===== config.mk =====
export PLATFORM = sky130hd
export DESIGN_NAME = command_line_parser_flat
export DESIGN_NICKNAME = d
export VERILOG_FILES = /design/src/rtl/clp_pkg.sv /design/src/rtl/clp_req_if.sv /design/src/rtl/clp_rsp_if.sv /design/src/rtl/command_line_parser.sv /design/src/rtl/clp_parser.sv /design/src/flat_wrapper.sv
export VERILOG_INCLUDE_DIRS = /design/src /design/src/rtl
export SDC_FILE = /design/constraint.sdc
export NUM_CORES = 1
export LEC_CHECK = 0
export BUFFER_PORTS_ARGS = -buffer_cell sky130_fd_sc_hd__buf_2
export CAP_MARGIN = 25
export CORE_AREA = 5 5 269 271
export CTS_BUF_LIST = sky130_fd_sc_hd__clkbuf_8
export DETAILED_ROUTE_END_ITERATION = 7
export DIE_AREA = 0 0 274 276
export SYNTH_ARGS = -nofsm -noshare
export SYNTH_HDL_FRONTEND = slang
export SYNTH_SLANG_ARGS = --single-unit

===== constraint.sdc =====
create_clock -name clock -period 16.4 [get_ports clock]
set_clock_uncertainty 0.2 [all_clocks]
set_input_delay 1.64 -clock clock [delete_from_list [all_inputs] [get_ports clock]]
set_output_delay 1.64 -clock clock [all_outputs]
set_load 0.02 [all_outputs]

===== src/rtl/assert_macros.svh =====
// Assertion helpers shared by the RTL files.
`ifndef ASSERT_MACROS_SVH
`define ASSERT_MACROS_SVH

// Same-cycle implication, off while reset is high.
`define ASSERT_IMPLIES(label, clk, rst, ante, cons, msg) \
   label: assert property (@(posedge clk) disable iff (rst) (ante) |-> (cons)) \
      else $error(msg);

// Next-cycle implication, off while reset is high.
`define ASSERT_NEXT(label, clk, rst, ante, cons, msg) \
   label: assert property (@(posedge clk) disable iff (rst) (ante) |=> (cons)) \
      else $error(msg);

`endif


===== src/rtl/clp_pkg.sv =====
package clp_pkg;

   localparam int CHAR_W     = 8;
   localparam int NUM_W      = 31;
   localparam int NUM_FIELDS = 7;
   localparam int KW_COUNT   = 5;
   localparam int KW_CHARS   = 15;

   localparam logic [2:0] KIND_INIT    = 3'd0;
   localparam logic [2:0] KIND_MOVE    = 3'd1;
   localparam logic [2:0] KIND_KNIGHT  = 3'd2;
   localparam logic [2:0] KIND_PEASANT = 3'd3;
   localparam logic [2:0] KIND_END     = 3'd4;
   localparam logic [2:0] KIND_UNKNOWN = 3'd5;

   localparam logic [1:0] STATUS_LINE = 2'd0;
   localparam logic [1:0] STATUS_LONG = 2'd1;
   localparam logic [1:0] STATUS_EOI  = 2'd2;

   localparam logic [CHAR_W-1:0] CHAR_NL   = 8'h0A;
   localparam logic [CHAR_W-1:0] CHAR_SP   = 8'h20;
   localparam logic [CHAR_W-1:0] CHAR_NUL  = 8'h00;
   localparam logic [CHAR_W-1:0] CHAR_0    = 8'h30;
   localparam logic [CHAR_W-1:0] CHAR_9    = 8'h39;

   localparam logic [3:0] KW_POS_LAST = 4'd15;
   localparam logic [3:0] SLOT_OFFSET = 4'd3;
   localparam logic [NUM_W+3:0] NUM_MAX = 35'h07FFFFFFF;

   localparam logic [KW_CHARS*CHAR_W-1:0] KW_TEXT [KW_COUNT] = '{
      {"INIT", 88'h0},
      {"MOVE", 88'h0},
      {"PRODUCE_", "KNIGHT", 8'h0},
      {"PRODUCE_", "PEASANT"},
      {"END_", "TURN", 56'h0}
   };
   localparam logic [3:0] KW_LEN [KW_COUNT] = '{4'd4, 4'd4, 4'd14, 4'd15, 4'd8};

   typedef enum logic [3:0] {
      PH_KEYWORD = 4'b0001,
      PH_NUMBER  = 4'b0010,
      PH_FAIL    = 4'b0100,
      PH_LONG    = 4'b1000
   } phase_type;

   typedef struct packed {
      logic [1:0]                           status;
      logic [2:0]                           kind;
      logic                                 valid_res;
      logic [NUM_FIELDS-1:0][NUM_W-1:0]     numbers;
   } rsp_data_type;

   function automatic logic [KW_COUNT-1:0] kw_filter(
      input logic [KW_COUNT-1:0] cands,
      input logic [3:0]          pos,
      input logic [CHAR_W-1:0]   c
   );
      logic [KW_COUNT-1:0] keep;
      logic [3:0]          rpos;
      keep = cands;
      rpos = 4'd14 - pos;
      for (int k = 0; k < KW_COUNT; k++) begin
         if (pos >= KW_LEN[k] || KW_TEXT[k][rpos*CHAR_W +: CHAR_W] != c) begin
            keep[k] = 1'b0;
         end
      end
      return keep;
   endfunction

   function automatic logic [2:0] kw_resolve(
      input logic [KW_COUNT-1:0] cands,
      input logic [3:0]          pos
   );
      logic [2:0] kind;
      kind = KIND_UNKNOWN;
      for (int k = KW_COUNT - 1; k >= 0; k--) begin
         if (cands[k] && KW_LEN[k] == pos) begin
            kind = 3'(k);
         end
      end
      return kind;
   endfunction

   function automatic logic [3:0] kw_numbers(input logic [2:0] kind);
      logic [3:0] need;
      unique case (kind)
         KIND_INIT:                             need = 4'd7;
         KIND_MOVE, KIND_KNIGHT, KIND_PEASANT:  need = 4'd4;
         default:                               need = 4'd0;
      endcase
      return need;
   endfunction

endpackage


===== src/rtl/clp_req_if.sv =====
interface clp_req_if;
   logic                            valid;
   logic                            ready;
   logic [clp_pkg::CHAR_W-1:0]      char_in;
   logic                            end_of_input;

   modport source (output valid, char_in, end_of_input, input ready);
   modport sink   (input valid, char_in, end_of_input, output ready);
endinterface


===== src/rtl/clp_rsp_if.sv =====
interface clp_rsp_if;
   logic                            valid;
   logic                            ready;
   logic [1:0]                      status;
   logic [2:0]                      kind;
   logic                            valid_res;
   logic [clp_pkg::NUM_W-1:0]       board_size;
   logic [clp_pkg::NUM_W-1:0]       turn_number;
   logic [clp_pkg::NUM_W-1:0]       player;
   logic [clp_pkg::NUM_W-1:0]       from_x;
   logic [clp_pkg::NUM_W-1:0]       from_y;
   logic [clp_pkg::NUM_W-1:0]       to_x;
   logic [clp_pkg::NUM_W-1:0]       to_y;

   modport source (output valid, status, kind, valid_res, board_size, turn_number, player,
                   from_x, from_y, to_x, to_y, input ready);
   modport sink   (input valid, status, kind, valid_res, board_size, turn_number, player,
                   from_x, from_y, to_x, to_y, output ready);
endinterface


===== src/rtl/command_line_parser.sv =====
// Command line parser.
// req_ch carries one text byte per transaction (char_in), or an end-of-input
// marker (end_of_input high, char_in ignored). rsp_ch carries one result per
// newline or end of input: status, kind, valid_res and seven 31-bit numbers
// (board_size, turn_number, player, from_x, from_y, to_x, to_y), zero where
// a number was not read.
// A byte is captured into an input register and parsed from there; any result
// of the byte that ends the line lands in the output register and drives rsp_ch.
// One byte is taken per cycle unless a result waits on an rsp_ch stall; the
// throughput is set by the single-pass parse step, one byte wide.
// When rsp_ch stalls, bytes that produce no result keep flowing; a byte that
// produces a result waits in the input register until the output register
// drains, and req_ch.ready drops while it waits.
// Lines of MAX_LINE bytes or more before their newline report status too long on it.
// Synchronous reset empties both registers and returns the parser to the
// start of a line.
`include "assert_macros.svh"

module command_line_parser #(
   parameter int MAX_LINE = 100
) (
   input  logic          clock,
   input  logic          reset,
   clp_req_if.sink       req_ch,
   clp_rsp_if.source     rsp_ch
);
   import clp_pkg::*;

   logic                    in_valid_ff;
   logic [CHAR_W-1:0]       in_char_ff;
   logic                    in_eoi_ff;
   logic                    out_valid_ff;
   rsp_data_type            out_data_ff;
   logic                    out_free;
   logic                    step_en;
   logic                    emit;
   rsp_data_type            result;

   clp_parser #(
      .MAX_LINE(MAX_LINE)
   ) u_parser (
      .clock        (clock),
      .reset        (reset),
      .step_en      (step_en),
      .char_in      (in_char_ff),
      .end_of_input (in_eoi_ff),
      .emit         (emit),
      .result       (result)
   );

   assign out_free     = !out_valid_ff || rsp_ch.ready;
   assign step_en      = in_valid_ff && (!emit || out_free);
   assign req_ch.ready = !in_valid_ff || step_en;

   always_ff @(posedge clock) begin
      if (reset) begin
         in_valid_ff <= 1'b0;
      end else if (req_ch.ready) begin
         in_valid_ff <= req_ch.valid;
      end
   end

   always_ff @(posedge clock) begin
      if (req_ch.ready) begin
         in_char_ff <= req_ch.char_in;
         in_eoi_ff  <= req_ch.end_of_input;
      end
   end

   always_ff @(posedge clock) begin
      if (reset) begin
         out_valid_ff <= 1'b0;
      end else if (step_en && emit) begin
         out_valid_ff <= 1'b1;
      end else if (rsp_ch.ready) begin
         out_valid_ff <= 1'b0;
      end
   end

   always_ff @(posedge clock) begin
      if (step_en && emit) begin
         out_data_ff <= result;
      end
   end

   assign rsp_ch.valid       = out_valid_ff;
   assign rsp_ch.status      = out_data_ff.status;
   assign rsp_ch.kind        = out_data_ff.kind;
   assign rsp_ch.valid_res   = out_data_ff.valid_res;
   assign rsp_ch.board_size  = out_data_ff.numbers[0];
   assign rsp_ch.turn_number = out_data_ff.numbers[1];
   assign rsp_ch.player      = out_data_ff.numbers[2];
   assign rsp_ch.from_x      = out_data_ff.numbers[3];
   assign rsp_ch.from_y      = out_data_ff.numbers[4];
   assign rsp_ch.to_x        = out_data_ff.numbers[5];
   assign rsp_ch.to_y        = out_data_ff.numbers[6];

   `ASSERT_NEXT(a_result_loaded, clock, reset, step_en && emit, out_valid_ff,
      "result not presented")
   `ASSERT_IMPLIES(a_stall_reason, clock, reset, in_valid_ff && !step_en,
      emit && out_valid_ff && !rsp_ch.ready, "input held without output stall")
   `ASSERT_IMPLIES(a_result_codes, clock, reset, out_valid_ff && out_data_ff.status != STATUS_LINE,
      out_data_ff.kind == KIND_UNKNOWN && !out_data_ff.valid_res, "data on non-line result")

endmodule


===== src/rtl/clp_parser.sv =====
`include "assert_macros.svh"

module clp_parser #(
   parameter int MAX_LINE = 100
) (
   input  logic                          clock,
   input  logic                          reset,
   input  logic                          step_en,
   input  logic [clp_pkg::CHAR_W-1:0]    char_in,
   input  logic                          end_of_input,
   output logic                          emit,
   output clp_pkg::rsp_data_type         result
);
   import clp_pkg::*;

   localparam int BC_W = $clog2(MAX_LINE + 1);

   logic [BC_W-1:0]                 byte_count_ff, byte_count_in;
   phase_type                       phase_ff, phase_in;
   logic [KW_COUNT-1:0]             cand_ff, cand_in;
   logic [3:0]                      kw_pos_ff, kw_pos_in;
   logic [2:0]                      kind_ff, kind_in;
   logic [2:0]                      tok_idx_ff, tok_idx_in;
   logic [NUM_W-1:0]                acc_ff, acc_in;
   logic                            line_ok_ff, line_ok_in;
   logic [NUM_FIELDS-1:0][NUM_W-1:0] fields_ff, fields_in;

   always_comb begin
      logic [2:0]       rk;
      logic [3:0]       need;
      logic [NUM_W+3:0] prod;
      logic [3:0]       slot;
      logic [3:0]       tok_next;
      logic             is_nl;
      logic             is_sp;
      logic             with_data;
      logic [1:0]       status;

      byte_count_in = byte_count_ff;
      phase_in      = phase_ff;
      cand_in       = cand_ff;
      kw_pos_in     = kw_pos_ff;
      kind_in       = kind_ff;
      tok_idx_in    = tok_idx_ff;
      acc_in        = acc_ff;
      line_ok_in    = line_ok_ff;
      fields_in     = fields_ff;
      emit          = 1'b0;
      with_data     = 1'b0;
      status        = STATUS_LINE;
      is_nl         = (char_in == CHAR_NL);
      is_sp         = (char_in == CHAR_SP);
      rk            = kw_resolve(cand_ff, kw_pos_ff);
      prod          = {1'b0, acc_ff, 3'b000} + {3'b000, acc_ff, 1'b0}
                      + {31'd0, 4'(char_in - CHAR_0)};
      slot          = (kind_ff == KIND_INIT) ? {1'b0, tok_idx_ff}
                                             : {1'b0, tok_idx_ff} + SLOT_OFFSET;
      tok_next      = {1'b0, tok_idx_ff} + 4'd1;
      need          = kw_numbers(kind_ff);

      if (end_of_input) begin
         emit   = 1'b1;
         status = STATUS_EOI;
      end else if (phase_ff == PH_LONG) begin
         emit   = is_nl;
         status = STATUS_LONG;
      end else if (byte_count_ff >= BC_W'(MAX_LINE)) begin
         phase_in = PH_LONG;
         emit     = is_nl;
         status   = STATUS_LONG;
      end else begin
         byte_count_in = byte_count_ff + 1'b1;
         unique case (phase_ff)
            PH_KEYWORD: begin
               if (is_sp || is_nl) begin
                  kind_in = rk;
                  need    = kw_numbers(rk);
                  if (rk != KIND_UNKNOWN && is_sp && need != 4'd0) begin
                     phase_in = PH_NUMBER;
                  end else begin
                     if (rk == KIND_UNKNOWN || need != 4'd0 || is_sp) begin
                        line_ok_in = 1'b0;
                     end
                     if (is_nl) begin
                        emit      = 1'b1;
                        with_data = 1'b1;
                     end else begin
                        phase_in = PH_FAIL;
                     end
                  end
               end else if (char_in == CHAR_NUL) begin
                  phase_in   = PH_FAIL;
                  line_ok_in = 1'b0;
               end else if (kw_pos_ff == KW_POS_LAST) begin
                  cand_in = '0;
               end else begin
                  cand_in   = kw_filter(cand_ff, kw_pos_ff, char_in);
                  kw_pos_in = kw_pos_ff + 4'd1;
               end
            end
            PH_NUMBER: begin
               if (char_in >= CHAR_0 && char_in <= CHAR_9) begin
                  if (prod == '0 || prod > NUM_MAX) begin
                     phase_in   = PH_FAIL;
                     line_ok_in = 1'b0;
                  end else begin
                     acc_in = prod[NUM_W-1:0];
                  end
               end else if (is_sp || is_nl) begin
                  if (acc_ff != '0) begin
                     if (slot < 4'(NUM_FIELDS)) begin
                        fields_in[slot[2:0]] = acc_ff;
                     end
                     tok_idx_in = tok_next[2:0];
                     acc_in     = '0;
                  end
                  if (is_nl) begin
                     if (acc_ff == '0 || tok_next != need) begin
                        line_ok_in = 1'b0;
                     end
                     emit      = 1'b1;
                     with_data = 1'b1;
                  end else if (acc_ff == '0 || tok_next >= need) begin
                     phase_in   = PH_FAIL;
                     line_ok_in = 1'b0;
                  end
               end else begin
                  phase_in   = PH_FAIL;
                  line_ok_in = 1'b0;
               end
            end
            PH_FAIL: begin
               emit      = is_nl;
               with_data = 1'b1;
            end
            default: begin
               phase_in = PH_FAIL;
            end
         endcase
      end

      result.status    = status;
      result.kind      = with_data ? kind_in : KIND_UNKNOWN;
      result.valid_res = with_data & line_ok_in;
      result.numbers   = with_data ? fields_in : '0;

      if (emit) begin
         byte_count_in = '0;
         phase_in      = PH_KEYWORD;
         cand_in       = '1;
         kw_pos_in     = '0;
         kind_in       = KIND_UNKNOWN;
         tok_idx_in    = '0;
         acc_in        = '0;
         line_ok_in    = 1'b1;
         fields_in     = '0;
      end
   end

   always_ff @(posedge clock) begin
      if (reset) begin
         byte_count_ff <= '0;
         phase_ff      <= PH_KEYWORD;
         cand_ff       <= '1;
         kw_pos_ff     <= '0;
         kind_ff       <= KIND_UNKNOWN;
         tok_idx_ff    <= '0;
         acc_ff        <= '0;
         line_ok_ff    <= 1'b1;
         fields_ff     <= '0;
      end else if (step_en) begin
         byte_count_ff <= byte_count_in;
         phase_ff      <= phase_in;
         cand_ff       <= cand_in;
         kw_pos_ff     <= kw_pos_in;
         kind_ff       <= kind_in;
         tok_idx_ff    <= tok_idx_in;
         acc_ff        <= acc_in;
         line_ok_ff    <= line_ok_in;
         fields_ff     <= fields_in;
      end
   end

   `ASSERT_NEXT(a_line_cleared, clock, reset, step_en && emit,
      byte_count_ff == '0 && phase_ff == PH_KEYWORD && line_ok_ff, "line state not cleared")
   `ASSERT_IMPLIES(a_number_kind, clock, reset, phase_ff == PH_NUMBER,
      kind_ff == KIND_INIT || kind_ff == KIND_MOVE || kind_ff == KIND_KNIGHT ||
      kind_ff == KIND_PEASANT, "number phase without numeric command")
   `ASSERT_IMPLIES(a_fail_not_ok, clock, reset, phase_ff == PH_FAIL, !line_ok_ff,
      "failed line still marked ok")

endmodule


===== src/flat_wrapper.sv =====
// flat-port wrapper written by rule: the top's interface ports become plain ports
module command_line_parser_flat import clp_pkg::*;
#(
   parameter int MAX_LINE = 100
)
  (clock, reset, req_ch_valid, req_ch_char_in, req_ch_end_of_input, req_ch_ready, rsp_ch_valid, rsp_ch_status, rsp_ch_kind, rsp_ch_valid_res, rsp_ch_board_size, rsp_ch_turn_number, rsp_ch_player, rsp_ch_from_x, rsp_ch_from_y, rsp_ch_to_x, rsp_ch_to_y, rsp_ch_ready);
  clp_req_if req_ch_i ();
  clp_rsp_if rsp_ch_i ();
  input  logic clock;
  input  logic reset;
  input wire logic [$bits(req_ch_i.valid)-1:0] req_ch_valid;
  input wire logic [$bits(req_ch_i.char_in)-1:0] req_ch_char_in;
  input wire logic [$bits(req_ch_i.end_of_input)-1:0] req_ch_end_of_input;
  output wire logic [$bits(req_ch_i.ready)-1:0] req_ch_ready;
  output wire logic [$bits(rsp_ch_i.valid)-1:0] rsp_ch_valid;
  output wire logic [$bits(rsp_ch_i.status)-1:0] rsp_ch_status;
  output wire logic [$bits(rsp_ch_i.kind)-1:0] rsp_ch_kind;
  output wire logic [$bits(rsp_ch_i.valid_res)-1:0] rsp_ch_valid_res;
  output wire logic [$bits(rsp_ch_i.board_size)-1:0] rsp_ch_board_size;
  output wire logic [$bits(rsp_ch_i.turn_number)-1:0] rsp_ch_turn_number;
  output wire logic [$bits(rsp_ch_i.player)-1:0] rsp_ch_player;
  output wire logic [$bits(rsp_ch_i.from_x)-1:0] rsp_ch_from_x;
  output wire logic [$bits(rsp_ch_i.from_y)-1:0] rsp_ch_from_y;
  output wire logic [$bits(rsp_ch_i.to_x)-1:0] rsp_ch_to_x;
  output wire logic [$bits(rsp_ch_i.to_y)-1:0] rsp_ch_to_y;
  input wire logic [$bits(rsp_ch_i.ready)-1:0] rsp_ch_ready;
  assign req_ch_i.valid = req_ch_valid;
  assign req_ch_i.char_in = req_ch_char_in;
  assign req_ch_i.end_of_input = req_ch_end_of_input;
  assign req_ch_ready = req_ch_i.ready;
  assign rsp_ch_valid = rsp_ch_i.valid;
  assign rsp_ch_status = rsp_ch_i.status;
  assign rsp_ch_kind = rsp_ch_i.kind;
  assign rsp_ch_valid_res = rsp_ch_i.valid_res;
  assign rsp_ch_board_size = rsp_ch_i.board_size;
  assign rsp_ch_turn_number = rsp_ch_i.turn_number;
  assign rsp_ch_player = rsp_ch_i.player;
  assign rsp_ch_from_x = rsp_ch_i.from_x;
  assign rsp_ch_from_y = rsp_ch_i.from_y;
  assign rsp_ch_to_x = rsp_ch_i.to_x;
  assign rsp_ch_to_y = rsp_ch_i.to_y;
  assign rsp_ch_i.ready = rsp_ch_ready;
  command_line_parser #(.MAX_LINE(MAX_LINE)) u_core (.clock(clock), .reset(reset), .req_ch(req_ch_i), .rsp_ch(rsp_ch_i));
endmodule

* Word-level counts from Yosys, hierarchy flattened
Index checks and enable logic that the tools add are counted.
Widths: inputs -> output; s select.
** Word-level totals
- Register bits after elaboration :: 509
- Bits in latches :: 0
- Memory bits (writable) :: 0
- ROM bits :: 0
- Input bits :: 13
- Output and inout bits :: 225
- Word-level logic and storage cells :: 276
- Memories kept :: 0
** Operators by class
- Add/sub/neg operators :: 8
- $mul :: 0
- Divide/modulo/power cells :: 0
- Order comparisons :: 12
- Equality and inequality tests :: 39
- Shift operators :: 5
- Multiplexer cells :: 119
- Bitwise logic cells :: 1
- Reduce and logical (&&, ||, !) cells :: 59
** Operator list (number)
- $mux 217 :: 9
- $shiftx 120x8->8 const A :: 5
- $mux 31 :: 10
- $bwmux 217 :: 1
- $mux 4 :: 27
- $demux 31 s3 :: 1
- $reduce_and 8->1 :: 8
- $mux 3 :: 18
- $mux 5 :: 8
- $ne 8x8->1 :: 5
- $add 34x32->35 :: 1
- $add 35x4->35 :: 1
- $gt 35x31->1 const B :: 1
- $logic_not 35->1 :: 1
- $mux 1 :: 35
- $logic_not 31->1 :: 1
- $reduce_bool 31->1 :: 1
- $mux 7 :: 4
- $reduce_bool 3->1 :: 7
- $ne 6x5->1 const B :: 3
- $logic_or 1x1->1 :: 14
- $eq 3x2->1 const B :: 4
- $eq 4x4->1 const A :: 3
- $ge 4x4->1 const B :: 3
- 43 further kinds :: 72

* Longest topological paths before layout
Gate-level depths: netlist (run 1).
- Depth after elaboration :: 28
- Depth in mapped cells :: 18
- Gate-level depth less buffers :: 15

* Modules after synthesis
From an unflattened synthesis (run 1), not the netlist that was laid out.
** Unflattened totals
- Cell total of the unflattened synthesis :: 2693
- Area, all modules :: 24290.8 µm²
** Modules (own cells, without submodules)
- clp_parser :: instances 1, cells an instance 2450, area an instance 17215.3 µm², seq. area each 5505.3 µm²
- command_line_parser :: instances 1, cells an instance 243, area an instance 7075.5 µm², seq. area each 7006.7 µm²

* Worst setup path after synthesis (run 1)
OpenSTA, ideal clock, no wires.
- Path kind :: reg2reg
- Start :: register u_core.u_parser.phase_ff[3]
- End :: register u_core.u_parser.kind_ff[0]
- Library setup time :: 0.138 ns
- Arrival :: 13.293 ns
- Data required time :: 16.062 ns
- Slack :: 2.769 ns
- Stages on the path, launching flop included :: 11
- Path buffers :: 1
- Clock period less this slack :: 13.631 ns
- Cells stage by stage :: dfxtp_1 > nor4b_1 > a21bo_2 > a21o_1 > a211o_1 > a21oi_1 > nor2_1 > clkbuf_1 > nor2_1 > nor2_1 > o211ai_1
** Between the ends
- Cells in the longest elaborated chain, start to end :: 8
- Elaborated cells between the ends (all ways) :: 16
- Those cells by class :: eq/ne: 4; mux: 9; reduce/logical: 3
** RTL lines
- start: declaration :: line clp_parser.sv:19 : phase_type phase_ff, phase_in;
- start signal: assignment :: line clp_parser.sv:173 : phase_ff <= phase_in;
- $eq 4x3->1, or another cell as far along :: line clp_parser.sv:73 : unique case (phase_ff)
- $pmux 1 s3 :: line clp_parser.sv:73
- $mux 1 :: line clp_parser.sv:67 : end else if (byte_count_ff >= BC_W'(MAX_LINE)) begin
- $mux 1 :: line clp_parser.sv:64 : end else if (phase_ff == PH_LONG) begin
- $mux 1 :: line clp_parser.sv:61 : if (end_of_input) begin
- $logic_not 1->1 :: line command_line_parser.sv:52 : assign step_en = in_valid_ff && (!emit || out_free);
- $logic_or 1x1->1 :: line command_line_parser.sv:52
- $logic_and 1x1->1 :: line command_line_parser.sv:52
- end signal: assignment :: line clp_parser.sv:176 : kind_ff <= kind_in;
- end: declaration :: line clp_parser.sv:22 : logic [2:0] kind_ff, kind_in;
Several ways; a longest one is shown, not always the timed one.
A chain may end at the register's enable or synchronous reset.

* Worst setup path in the final report (run 1)
- Start :: register u_core.in_char_ff[3]
- End :: register u_core.u_parser.acc_ff[20]
** Between the ends
- Cells in the longest elaborated chain, start to end :: 13
- Elaborated cells between the ends (all ways) :: 40
- Those cells by class :: add/sub: 2; order compare: 3; eq/ne: 6; mux: 16; reduce/logical: 13
** RTL lines
- start: declaration :: line command_line_parser.sv:30 : logic [CHAR_W-1:0] in_char_ff;
- start signal: assignment :: line command_line_parser.sv:65 : in_char_ff <= req_ch.char_in;
- branches (longest 13 deep; another with $add 35x4->35)
- end signal: assignment :: line clp_parser.sv:178 : acc_ff <= acc_in;
- end: declaration :: line clp_parser.sv:24 : logic [NUM_W-1:0] acc_ff, acc_in;
Parallel ways; which one is timed is not known. The select of a mux whose other input is x is not followed.

==> flow_summary.toml, run 1 <==
[drt]
remaining_drc_errors = 0
wirelength_microns = 72700
drt_pre_antenna_iters = 7
vias = 19054
routedWlPerCell_microns = 20.3
avgViaCountPerCell = 5.33
detail-route-antenna-nets = 0
drt-initial-drc-count = 1709

[critical_path]
crit_path_max_fanout = 17
setup.worst_path.class = "reg2reg"
crit_path_end_kind = "flop"
cp_data_arrival_time_ns = 6.77
critical-path-max-stage-delay_ns = 0.68
cp.required_ns = 16.78
reg2reg_depth = 15
worstSetupStartpointType = "flop"
path_cells = "clkinv_1 > fa_1 > fa_1 > nand2b_1 > a21oi_2 > o21ai_2 > o311ai_0 > o22ai_1 > xnor2_1 > or4_1 > or4_1 > o21ai_0 > a31o_2 > buf_16 > mux2i_1"
cpMaxStageDelayCell = "edfxtp_1"

[sta]
minimum_hold_slack_ns = 0.271
worst_slew_margin_rel = 0.280
setup_repair_after_global_routing_missed_its_margin = "false"
fin_crit_ns = 6.38
final-max-slew-violation-count = 0
clock.fmax_mhz = 157
hold_viol_final = 0
finalSetupViolations = 0
worst_slew_pin_slew_ns = 1.08
layout_worst_path_cycle_share = 0.389
tns_ns = 0

[status]
outcome = "completed"

[placement]
hpwl_microns = 47800
finalWeightedCongestion = 0.865
port_buffers = 237

[logic_synthesis]
synth.top_cells.by_area = "edfxtp_1 29%, dfxtp_1 23%, mux2i_1 9.9%, nor2_1 8.0%, a22oi_1 6.8%"
synthesis.yosys.warnings = 0
synth_flop_cell = "dfxtp_1"
synth_edf_count = 232
sequential_area_share_after_synthesis = 0.518
async_flop_share = 0
avgSynthCellArea_sq_um = 10.0
synth_top_cell_area_share = 0.288
syn_area_sq_um = 24200
syn_inst = 2408
synthDominantAreaCellType = "edfxtp_1"
yosys.cell_count.top_type = "nor2_1"
ys_ff_latch = 509
syn_nets = 2499
synth.cells.most_frequent = "514 x nor2_1, 277 x dfxtp_1, 240 x mux2i_1"
yosys.cell_types.count = 82

[layout]
nNetsFinal = 2655
areaGrowthSynthToFinish_pct = 15.2
layout-drive-gt1-share = 0.164

[global_routing]
first_pass_grt_wire_length_microns = 111000
grt_antenna_before_repair = 2
maximum_number_of_pins_on_one_net_before_global_route_repair = 105
globalRouteOverflowTotal = 0
grt_pass1_vias = 18861
grtUsageTotal = 0.185

[cts]
clkSlewWorstSetupHoldPaths_ns = 0.06
clockBufferDepth = 3
cts.repair_timing.setup_buffer_count = 0
cts_repair_resize_count = 0
cts.hold.buffers_added = 0
cts-buffers-inserted = 84
numClockSinks = 509
cts_tree = "done"
cts_htree_levels = 3
clock-root-buffer = "clkbuf_8"
insertion_delay_ns = 0.68

[power]
switching_share = 0.245
leakage_nw = 10.4
worst_ir_drop_vdd_uv = 49.9
power_frac_comb = 0.047
net-switching-power_mw = 0.629
power_per_cell_area_nw_per_um2 = 92.2
pwr-share-seq = 0.530
power.clock.fraction = 0.423
power.internal_mw = 1.94

[floorplanning]
die_width_microns = 274
rows = 97
core_area_sq_um = 69500
initial_utilization = 0.347
floorplan.die_area_sq_um = 75600
die_h_microns = 276
boundaryPins = 238

[worst_hold_path]
hold_path_class = "reg2reg"
hold_depth = 2

[job]
cap_violations = 0
## per-stage QoR
| step | util | cell area, sq um | worst slack (ns) | instances | power, mW |
|---|---|---|---|---|---|
| 6_report | 0.400 | 27800 | 10.02 | 3576 | 2.57 |
| 3_5_place_dp | 0.376 | 26200 | 10.06 | 3416 | 1.51 |
| 3_3_place_gp | 0.374 | 26000 | 10.16 | 3411 | 1.51 |
| 5_1_grt | 0.400 | 27800 | 9.61 | 3576 | 2.66 |
| 2_1_floorplan | - | 24200 | 2.77 | 2408 | 1.47 |
| 4_1_cts | 0.399 | 27800 | 10.06 | 3573 | 2.59 |
## worst paths after layout
path	slack (ns)	from	end
setup reg to reg	10.02	u_core.in_char_ff[3]	u_core.u_parser.acc_ff[20]
setup / recovery	10.02	u_core.in_char_ff[3]	u_core.u_parser.acc_ff[20]
hold / removal	0.27	u_core.u_parser.cand_ff[2]	u_core.u_parser.cand_ff[2]
hold reg to reg	0.27	u_core.u_parser.cand_ff[2]	u_core.u_parser.cand_ff[2]
## power by group through the flow
stage / clock network [mW] / registers (mW) / logic (mW)
after floorplan: 0 / 1.41 / 0.0515
after detailed placement: 0 / 1.39 / 0.120
final: 1.09 / 1.36 / 0.120
after CTS: 1.11 / 1.36 / 0.120
after global placement: 0 / 1.39 / 0.118
after global routing: 1.17 / 1.36 / 0.128
## registers in the layout, indices dropped and copies added (netlist names), 5 cells and up
name / count
u_core.u_parser.byte_count_ff: 7
u_core.rsp_ch.board_size: 31
u_core.in_char_ff: 8
u_core.rsp_ch.player: 31
u_core.u_parser.cand_ff: 5
u_core.u_parser.fields_ff: 217
u_core.rsp_ch.turn_number: 31
u_core.rsp_ch.from_y: 31
u_core.rsp_ch.to_y: 31
u_core.rsp_ch.to_x: 31
u_core.u_parser.acc_ff: 31
u_core.rsp_ch.from_x: 31
## final cells by class
type,count,area [sq um]
clock inverters,67,387
flip-flops and latches,509,12500
inverters,26,97.6
diodes,1,2.50
multi-input cells,1673,10900
fillers,6830,41700
repair buffers,270,1560
well taps,940,1180
clock buffers,90,1240
## critical path: cells and delay by family (launching register included)
family	cells	cell delay, ns
XOR/XNOR	1	0.20
AND/OR/NAND/NOR	3	1.18
adder cells (fa/ha/maj)	2	1.04
AO/OA/AOI/OAI	6	2.13
buffers and inverters	2	0.65
multiplexers	1	0.20
flip-flops	1	0.68
## logic make-up after synthesis
logic type,count (synthesis),share of synthesized area
compound gates,482,0.136
xor+xnor,43,0.0156
fa+ha+maj,78,0.0410
buf+inv,226,0.0363
flops,509,0.518
mux,242,0.101
simple gates,828,0.152
## metal layers
metal  GRT usage  up-vias  part of all wire
met2       0.300      671              0.46
met5           0        -                 0
met4      0.0590        0             0.025
met1       0.253     9255              0.45
li1            -     9007                 -
met3      0.0314      121             0.063
## cell usage in the layout, fill, tap and decap left out, types with 6 or more instances in the layout
cell and count:
nor2_1 508, dfxtp_1 277, mux2i_1 240, buf_2 236, edfxtp_1 232, a22oi_1 219
a21oi_1 94, clkbuf_8 91, nand2_1 88, ha_1 76, o21ai_0 59, inv_1 53
nand2b_1 49, nand3_1 29, nor3_1 28, xnor2_1 26, buf_4 26, clkinv_1 22
nor4_1 18, nand4_1 18, xor2_1 17, nor2b_1 13, a21o_1 11, o211ai_1 9
a31oi_1 9, or3_1 8, o21a_1 8, or2_2 7, o22ai_1 7, a211oi_1 7
clkinv_2 7, and3_1 6, or4_1 6, nand2_2 6
(Power assumes the default switching activity.)
==> inputs of run 2 (changes only) <==
==> constraint.sdc (replaced) <==
create_clock -name clock -period 5.9 [get_ports clock]
set_clock_uncertainty 0.2 [all_clocks]
set_input_delay 0.59 -clock clock [delete_from_list [all_inputs] [get_ports clock]]
set_output_delay 0.59 -clock clock [all_outputs]
set_load 0.02 [all_outputs]
==> flow_summary.toml, run 2 (synthesis results as in run 1) <==
[status]
outcome = "completed"

[layout]
layoutNonFillerInstCount = 3629
largest_register_ff_count = 217
layout-drive-gt1-share = 0.180
layout.filler_cells = 6756
nNetsFinal = 2705
finish.utilization = 0.409
mostFrequentLayoutCell = "nor2_1"
layout_common_cells = "508 x nor2_1, 276 x dfxtp_1, 240 x mux2i_1"
max_flop_register = "u_core.u_parser.fields_ff"
areaGrowthSynthToFinish_pct = 17.7
postLayoutCellArea_sq_um = 28400

[drt]
detail-route-antenna-nets = 0
vias = 19443
drt-initial-drc-count = 1635
routedWlPerCell_microns = 20.4
remaining_drc_errors = 0
drt_pre_antenna_iters = 6
wirelength_microns = 73900
avgViaCountPerCell = 5.36

[sta]
finalSetupViolations = 0
worst_slew_pin_slew_ns = 1.08
minimum_hold_slack_ns = 0.102
setup_repair_after_global_routing_missed_its_margin = "false"
worst_slew_margin_rel = 0.276
final-max-slew-violation-count = 0
hold_viol_final = 0
layout_worst_path_cycle_share = 0.885
fin_crit_ns = 5.22
setup_slack_ns = 0.676
clock.fmax_mhz = 191
tns_ns = 0

[floorplanning]
die_h_microns = 276
core_area_sq_um = 69500
initial_utilization = 0.347
die_width_microns = 274
rows = 97
floorplan.die_area_sq_um = 75600
boundaryPins = 238

[global_routing]
grtUsageTotal = 0.186
grt_pass1_vias = 18903
globalRouteOverflowTotal = 0
first_pass_grt_wire_length_microns = 112000
maximum_number_of_pins_on_one_net_before_global_route_repair = 113
grt_antenna_before_repair = 1

[cts]
cts.repair_timing.setup_buffer_count = 0
clock-root-buffer = "clkbuf_8"
clockBufferDepth = 3
cts_tree = "done"
clkSlewWorstSetupHoldPaths_ns = 0.06
numClockSinks = 509
cts_htree_levels = 3
cts-buffers-inserted = 86
insertion_delay_ns = 0.71

[placement]
finalWeightedCongestion = 0.870
place_area_sq_um = 26500
port_buffers = 237
place_worst_setup_slack_ns = 0.725
placed_cells_incl_taps = 3455
hpwl_microns = 48900

[critical_path]
worstSetupStartpointType = "flop"
crit_path_max_fanout = 6
cp.required_ns = 6.26
setup.worst_path.class = "reg2reg"
cp_data_arrival_time_ns = 5.58
crit_path_end_kind = "flop"

[power]
worst_ir_drop_vdd_uv = 135
leakage_nw = 10.8
power.clock.fraction = 0.435
pwr-share-seq = 0.517
net-switching-power_mw = 1.77
design_power_total_mw = 7.30
power_frac_comb = 0.048
power.internal_mw = 5.54
power_per_cell_area_nw_per_um2 = 257
switching_share = 0.242

[job]
cap_violations = 0

[worst_hold_path]
hold_path_class = "in2reg"
run 2: changes by cell type in the layout (fill, tap and decap cells not counted), sizes merged:
cell,delta
clkinvlp,-4
clkinv,-16
clkdlybuf4s15,-1
clkbuf,+17
dlygate4sd3,+10
buf,+39
bufinv,-2
inv,+10
run 2: repair_timing:
action | in CTS | in global routing
endpoints found under the setup margin | 0 | 0
endpoints found under the hold margin | 10 | 0
resized for setup | 0 | 0
hold buffers | 10 | 0
run 2: path summary, 6_finish.rpt:
kind / end / cells after the start / slack, ns / from
worst max-delay path: u_core.u_parser.phase_ff[3] / 15 / 0.68 / u_core.u_parser.acc_ff[2]
worst min-delay path: u_core.u_parser.fields_ff[185] / 2 / 0.10 / reset
worst max register to register: u_core.u_parser.phase_ff[3] / 15 / 0.68 / u_core.u_parser.acc_ff[2]
worst min register to register: u_core.u_parser.cand_ff[1] / 2 / 0.26 / u_core.u_parser.cand_ff[1]
run 2: power by group through the flow:
stage	combinational, mW	sequential, mW	clock, mW
4_1_cts	0.355	3.78	3.26
6_report	0.352	3.78	3.18
2_1_floorplan	0.148	3.92	0
3_5_place_dp	0.349	3.85	0
3_3_place_gp	0.339	3.85	0
5_1_grt	0.375	3.78	3.44
run 2: worst max-delay path, stage by stage, from the launching register on:
cell and delay [ns]:
dfxtp_1 0.30, inv_1 0.21, fa_1 0.51, fa_1 0.48, nand2b_1 0.19, a21oi_2 0.27, o21ai_2 0.16, o311ai_0 0.41
buf_4 0.20, o22ai_1 0.09, xnor2_1 0.17, or4_1 0.51, or4_1 0.49, o2111a_1 0.30, or2_4 0.26, o41ai_1 0.32
run 2: cell type report:
class,instances,area (sq um),share of cell area
repair buffers,318,1960,0.0690
clock inverters,55,295,0.0104
inverters,26,97.6,0.00343
flip-flops and latches,509,12500,0.440
diodes,1,2.50,0.0000880
clock buffers,107,1470,0.0518
well taps,940,1180,0.0414
multi-input cells,1673,10900,0.384
run 2: per-layer routing:
layer / track usage / vias to the layer above / share of wire
li1: - / 9126 / -
met1: 0.261 / 9504 / 0.46
met2: 0.297 / 688 / 0.46
met3: 0.0313 / 125 / 0.065
met4: 0.0552 / 0 / 0.022
met5: 0 / - / 0
